--- src/hw/rtl/pfd_pkg.sv ---
// shared constants and types for the page frame directory
`timescale 1ns / 1ps
package pfd_pkg;
    localparam int FRAMES = 16;
    localparam int FIDX_W = 4;
    localparam int PAGE_W = 32;
    localparam int PIN_W = 16;
    localparam int STAMP_W = 64;

    localparam logic [2:0] ACT_FETCH = 3'd0;
    localparam logic [2:0] ACT_NEW = 3'd1;
    localparam logic [2:0] ACT_UNPIN = 3'd2;
    localparam logic [2:0] ACT_DIRTY = 3'd3;
    localparam logic [2:0] ACT_FLUSH = 3'd4;
    localparam logic [2:0] ACT_FLALL = 3'd5;

    localparam logic [2:0] ST_DONE = 3'd0;
    localparam logic [2:0] ST_HIT = 3'd1;
    localparam logic [2:0] ST_MISS = 3'd2;
    localparam logic [2:0] ST_ALLPIN = 3'd3;
    localparam logic [2:0] ST_UNDER = 3'd4;
    localparam logic [2:0] ST_OVER = 3'd5;

    // per-frame contents
    typedef struct packed {
        logic [PAGE_W-1:0] page;
        logic [PIN_W-1:0] pins;
        logic dirty;
        logic occ;
        logic [STAMP_W-1:0] stamp;
    } frame_t;

    // scan token handed from cell to cell
    typedef struct packed {
        logic found;               // first matching frame seen
        logic [FIDX_W-1:0] match;
        logic free;                // first free frame seen
        logic [FIDX_W-1:0] free_idx;
        logic cand;                // unpinned candidate seen
        logic [FIDX_W-1:0] cand_idx;
        logic [STAMP_W-1:0] cand_stamp;
    } scan_t;

    // update command broadcast to all cells
    typedef struct packed {
        logic en;
        logic [FIDX_W-1:0] idx;
        frame_t val;
    } upd_t;
endpackage

--- src/hw/rtl/pfd_cell.sv ---
// one frame slot: holds the frame, folds itself into the scan token
`timescale 1ns / 1ps
module pfd_cell import pfd_pkg::*; (
    input  logic aclk,
    input  logic aresetn,
    input  logic [FIDX_W-1:0] my_idx,
    input  logic [PAGE_W-1:0] key,
    input  scan_t scan_in,
    output scan_t scan_out,
    input  upd_t upd,
    output frame_t frm
);
    frame_t frm_reg;
    scan_t scan_reg, scan_next;

    assign frm = frm_reg;
    assign scan_out = scan_reg;

    // fold this frame into the token
    always_comb begin
        scan_next = scan_in;
        if (!scan_in.found && frm_reg.occ && frm_reg.page == key) begin
            scan_next.found = 1'b1;
            scan_next.match = my_idx;
        end
        if (!scan_in.free && !frm_reg.occ) begin
            scan_next.free = 1'b1;
            scan_next.free_idx = my_idx;
        end
        if (frm_reg.pins == '0 &&
            (!scan_in.cand || frm_reg.stamp < scan_in.cand_stamp)) begin
            scan_next.cand = 1'b1;
            scan_next.cand_idx = my_idx;
            scan_next.cand_stamp = frm_reg.stamp;
        end
    end

    always_ff @(posedge aclk) begin
        scan_reg <= scan_next;
        if (!aresetn) begin
            frm_reg <= '0;
        end else if (upd.en && upd.idx == my_idx) begin
            frm_reg <= upd.val;
        end
    end
endmodule
--- config.mk ---
export PLATFORM = sky130hd
export DESIGN_NAME = pfd_cell
export DESIGN_NICKNAME = d
export VERILOG_FILES = /design/src/hw/rtl/pfd_pkg.sv /design/src/hw/rtl/pfd_cell.sv
export SDC_FILE = /design/constraint.sdc
export NUM_CORES = 1
export LEC_CHECK = 0
export BUFFER_PORTS_ARGS = -buffer_cell sky130_fd_sc_hd__buf_4
export CAP_MARGIN = 0
export CORE_AREA = 2 2 168 170
export CTS_BUF_LIST = sky130_fd_sc_hd__clkbuf_16
export DETAILED_ROUTE_END_ITERATION = 10
export DIE_AREA = 0 0 170 172
export PLACE_DENSITY_LB_ADDON = 0.2
export SYNTH_ARGS = -nofsm -noshare
export SYNTH_HDL_FRONTEND = slang
export SYNTH_SLANG_ARGS = --single-unit
--- constraint.sdc ---
create_clock -name aclk -period 4.8 [get_ports aclk]
set_clock_uncertainty 0.1 [all_clocks]
set_input_delay 0.24 -clock aclk [delete_from_list [all_inputs] [get_ports aclk]]
set_output_delay 0.24 -clock aclk [all_outputs]
set_load 0.03 [all_outputs]
# Yosys cells after proc, flatten, opt, wreduce, memory -nomap -nowiden

Cells that the tools add are included.

Register bits: 193
Bits of input ports: 236
Output and inout port bits: 193

Magnitude comparators: 1
Equal/unequal tests: 2
Multiplexer cells: 3
Reductions and logical operators: 11

Operators with widths:

| cell              | count |
|---|---|
| $mux 68           | 1 |
| $lt 64x64->1      | 1 |
| $eq 32x32->1      | 1 |
| $logic_not 16->1  | 1 |
| $mux 4            | 2 |
| $logic_and 1x1->1 | 5 |
| $eq 4x4->1        | 1 |
| $logic_not 1->1   | 4 |
| $logic_or 1x1->1  | 1 |

# Logic depth before layout (Yosys ltp)

Depth in word-level cells: 4
Gate-level depth with buffers: 11

# Worst setup path before layout

No wires, ideal clock.

Path kind: reg-to-reg
Start point: register frm_reg, in the netlist frm[2]
End point: register scan_reg, in the netlist scan_out[47]
Library setup time: 121 ps
Arrival: 2382 ps
Data required time: 4579 ps
Setup slack: 2197 ps
Stages on the path, launching flop included: 11
Path buffers: 2
Cell sequence: dfxtp_1 ha_1 a211o_1 a31oi_1 o221ai_1 a211oi_1 o22a_1 nand3_2 buf_6 buf_6 mux2_4

RTL lines:

| element                | RTL line       | text |
|---|---|---|
| from (decl)            | pfd_cell.sv:13 | `frame_t frm_reg;` |
| from (signal assigned) | pfd_cell.sv:43 | `frm_reg <= upd.val;` |
| to (signal assigned)   | pfd_cell.sv:39 | `scan_reg <= scan_next;` |
| to (decl)              | pfd_cell.sv:14 | `scan_t scan_reg, scan_next;` |

==> run summary <==
For this block, the initial DRC count from the detailed router was 335. The data required time of the worst path came out at 5.02 ns. The number of filler instances in the final layout came out at 2500. The cell-internal power came out at 3010 uW. After synthesis, the cell types taking the most area are dfxtp_1 44%, nand2_1 10%, a21boi_0 9.8%. The number of gates resized after CTS was 0. The share of the yosys chip area belonging to registers is 0.441.

The sequential power share is 0.407. The kind of cell with the highest combined delay on the critical path is simple AND/OR/NAND/NOR gates. The largest net degree at the start of global routing is 73. The number of vias in the routed layout is 8814. The power density over the cells came out at 290 nW/um^2. For this block, the routed nets add up to 32.0 mm of wire. The average cell area after synthesis is 9.24 sq um.

At the end of the flow the core is filled with cells to 0.542. The biggest area consumer among synthesized cells is dfxtp_1. The final net count came out at 1855.

Of the cells placed in the final design, the portion with a size suffix greater than 1 is 0.346. The number of cells traversed by the worst hold path came out at 3. The number of placed instances with taps included came out at 1684. In the post-synthesis netlist, the cell with the most instances is nand2_1. The HPWL reported at the end of detailed placement came out at 23.0 mm. The worst setup path is of the primary input to flop kind. After clock tree synthesis, the clock-pin slew on the worst setup and hold paths is 0.08 ns. The gate count of the mapped netlist came out at 948. Across all setup checks in the final design, the least slack found is 1.13 ns.

The total number of placement rows came out at 61. The most common cell type on the critical path is dlygate4sd3_1. The worst hold margin came out at 0.0181 ns. The die covers 29200 sq um. The number of sinks on the clock net came out at 193.

For the worst setup path, the data arrival time is 3.89 ns. The clock latency on the worst-skew pair is 0.44 ns. The proportion of netlist area held by the largest area contributor is 0.441. The synthesized netlist net count is 1247.

The via count of the first global-routing pass came to 8777. The detailed router used layers up to and including met4. The cell chosen for the clock root is clkbuf_16. OpenSTA, run right after detailed placement, puts the worst setup slack at 1.28 ns. The register with the most flip-flops in the layout has 114 of them. The fraction of synthesis flops using an asynchronous set or reset pin came out at 0. The count of max-cap constraint violations is 0. Setup repair after global routing left no endpoint under its margin.

The number of distinct library cells after synthesis is 38. The number of design rule violations left after detail routing is 0. The slew of the pin with the lowest slew margin is 1.02 ns. Traced cell by cell, the critical path runs through dlygate4sd3_1 > buf_4 > inv_1 > ha_1 > nand4_1 > nor4_1 > nand3_1 > o22a_1 > nand3_4 > mux2_2 > dlygate4sd3_1.

The largest driver fanout on the critical path came out at 7. Of the total power, combinational logic draws 0.250. The minimum clock period after layout is 3.67 ns.

From bottom edge to top edge, the die measures 172 um. The power dissipated by switching net loads came out at 1310 uW. The maximum resistive drop on vdd came out at 0.000200 V. The worst hold path belongs to the class primary input to flop. The filler-free cell count of the finished design came out at 1915. The clock share of power is 0.342. The effective utilization at floorplan is 0.319. The largest stage delay on the critical path is 0.93 ns. The setup violation total in the final timing report is 0. Counting instances in the post-synthesis netlist gives the leading cell types as 242 x nand2_1, 193 x dfxtp_1, 114 x a21boi_0, 68 x inv_1, 63 x ha_1.

The number of port buffers came out at 428. The maximum buffer depth of the clock tree came out at 2. The wire length of the first global-routing pass came out at 47.5 mm.

In the synthesized netlist the dominant register cell turns out to be dfxtp_1. The detailed-routing wirelength on met1 came out at 12.7 mm. The TritonCTS clock tree is built. In this run the horizontal extent of the chip is 170 um. The number of detailed-routing iterations run before antenna repair is 4. In this run the cell area of the synthesized design comes to 8760 sq um.

The initial antenna violation count came out at 0. The share of total power consumed by net switching is 0.303. The logic depth of the worst register-to-register path came out at 8. The global-route total usage across every layer came out at 0.209.

The floorplan step defined a core boundary enclosing 27500 sq um. The area overhead of the layout relative to synthesis came out at 70.0%. Counting flops and latches in the post-synthesis netlist gives 193. Of the available clock period, the critical path in the final layout requires 0.765.

The count of inserted antenna diode cells came out at 0. The number of clock buffers inserted by TritonCTS is 17. The critical path startpoint category is a primary input. The capturing element type of the critical path is a flop.

The final-report max-slew violation count is 0. In the final routed layout, each cell accounts on average for 16.7 um. After routing, the total negative slack on setup checks comes to 0 ns. Measured against its own limit, the worst slew margin works out to 0.315. The slowest stage of the critical path belongs to the cell nor4_1. The flow ran to the end, and the final reports show no timing, DRC or antenna violations.

The via density per instance came out at 4.60. The logic depth of the worst path, buffers included is 11. The residual antenna-violating net count after detailed routing is 0.

The final number of hold-violating endpoints is 0. Summed over all nets, wire length on met3 after detailed routing comes to 2.06 mm. The leakage power figure is 0.00684 uW. The number of placed I/O pins came out at 429.

The final estimated routing congestion in global placement came out at 0.813. The fmax is 272 MHz. The worst path buffer plus inverter count came out at 4. The CTS H-tree depth came out at 4. For this run the aggregate overflow at the end of global routing stands at 0. The total number of yosys warnings is 0. The met2 wirelength from detailed routing is 16.4 mm.

The count of flip-flops with a built-in enable after synthesis came out at 0.
==> placed cells by master (no fill, tap or decap), types with 2 or more instances in the layout <==
cell / Yosys / layout
buf_4: 0 / 433
nand2_1: 242 / 242
dlygate4sd3_1: 0 / 199
dfxtp_1: 193 / 193
a21boi_0: 114 / 114
inv_1: 68 / 68
ha_1: 63 / 63
mux2_2: 54 / 54
xnor2_1: 31 / 31
a21oi_1: 24 / 24
nand4_1: 23 / 23
mux2_4: 20 / 20
clkbuf_16: 0 / 17
o21ai_0: 12 / 12
nand3_1: 10 / 9
nor4_1: 8 / 8
nor2_1: 6 / 6
nor3_1: 6 / 6
a211oi_1: 6 / 6
inv_6: 0 / 6
nand2b_1: 4 / 4
clkinv_8: 0 / 4
a21o_1: 3 / 3
nand3_4: 0 / 2
xor2_1: 2 / 2
==> metrics by stage <==
step | power (uW) | cell area [sq um]
2_1_floorplan | 2320 | 8760
3_3_place_gp | 2730 | 12300
3_5_place_dp | 2740 | 12300
4_1_cts | 4360 | 14900
5_1_grt | 4500 | 14900
6_report | 4320 | 14900
==> tightest hold or removal path: stages <==
cell      delay [ns]
buf_4           0.11
nand2_1         0.07
a21boi_0        0.08
==> path summary, 6_finish.rpt <==
kind,start,to,slack (ns)
max,scan_in[63],scan_out[67]$_DFF_P_,1.13
min,upd[18],frm[18]$_SDFFE_PN0P_,0.02
max reg2reg,frm[61]$_SDFFE_PN0P_,scan_out[67]$_DFF_P_,1.25
min reg2reg,frm[64]$_SDFFE_PN0P_,scan_out[73]$_SDFF_PP1_,0.35
==> metal layers <==
| metal | track usage | vias to the layer above |
|---|---|---|
| met5 | 0 | - |
| met4 | 0.0695 | 0 |
| met3 | 0.0490 | 38 |
| met2 | 0.390 | 293 |
| met1 | 0.234 | 4091 |
| li1 | - | 4392 |
==> cell type report <==
type	instances	area [sq um]	area share
Timing Repair Buffer	633	5260	0.354
Multi-Input combinational cell	643	4470	0.300
Sequential cell	193	3860	0.260
Tap cell	346	433	0.0291
Clock buffer	17	425	0.0286
Inverter	68	255	0.0171
Clock inverter	15	176	0.0119
==> cell families (layout without fill, tap and decap cells) <==
family	Yosys count	in the layout	synth area share
adders and majority gates	63	63	0.0900
buffers and inverters	112	733	0.0513
and+or+nand+nor	304	304	0.145
DFF	193	193	0.441
muxes	74	74	0.104
xor gates and xnor gates	33	33	0.0330
AOI/OAI and AO/OA	169	169	0.136
==> power groups by stage <==
stage	logic, uW	clock network (uW)	registers (uW)
after floorplan	314	0	2000
after global placement	938	0	1790
after detailed placement	943	0	1800
after CTS	1090	1510	1760
after global routing	1150	1580	1770
final	1080	1480	1760
==> what timing repair did <==
| action | 4_1_cts | 5_1_grt |
|---|---|---|
| hold buffers | 199 | 0 |
| buffers inserted | 0 | 0 |
| endpoints found under the hold margin | 189 | 0 |
Power figures use the tool's default switching activity.
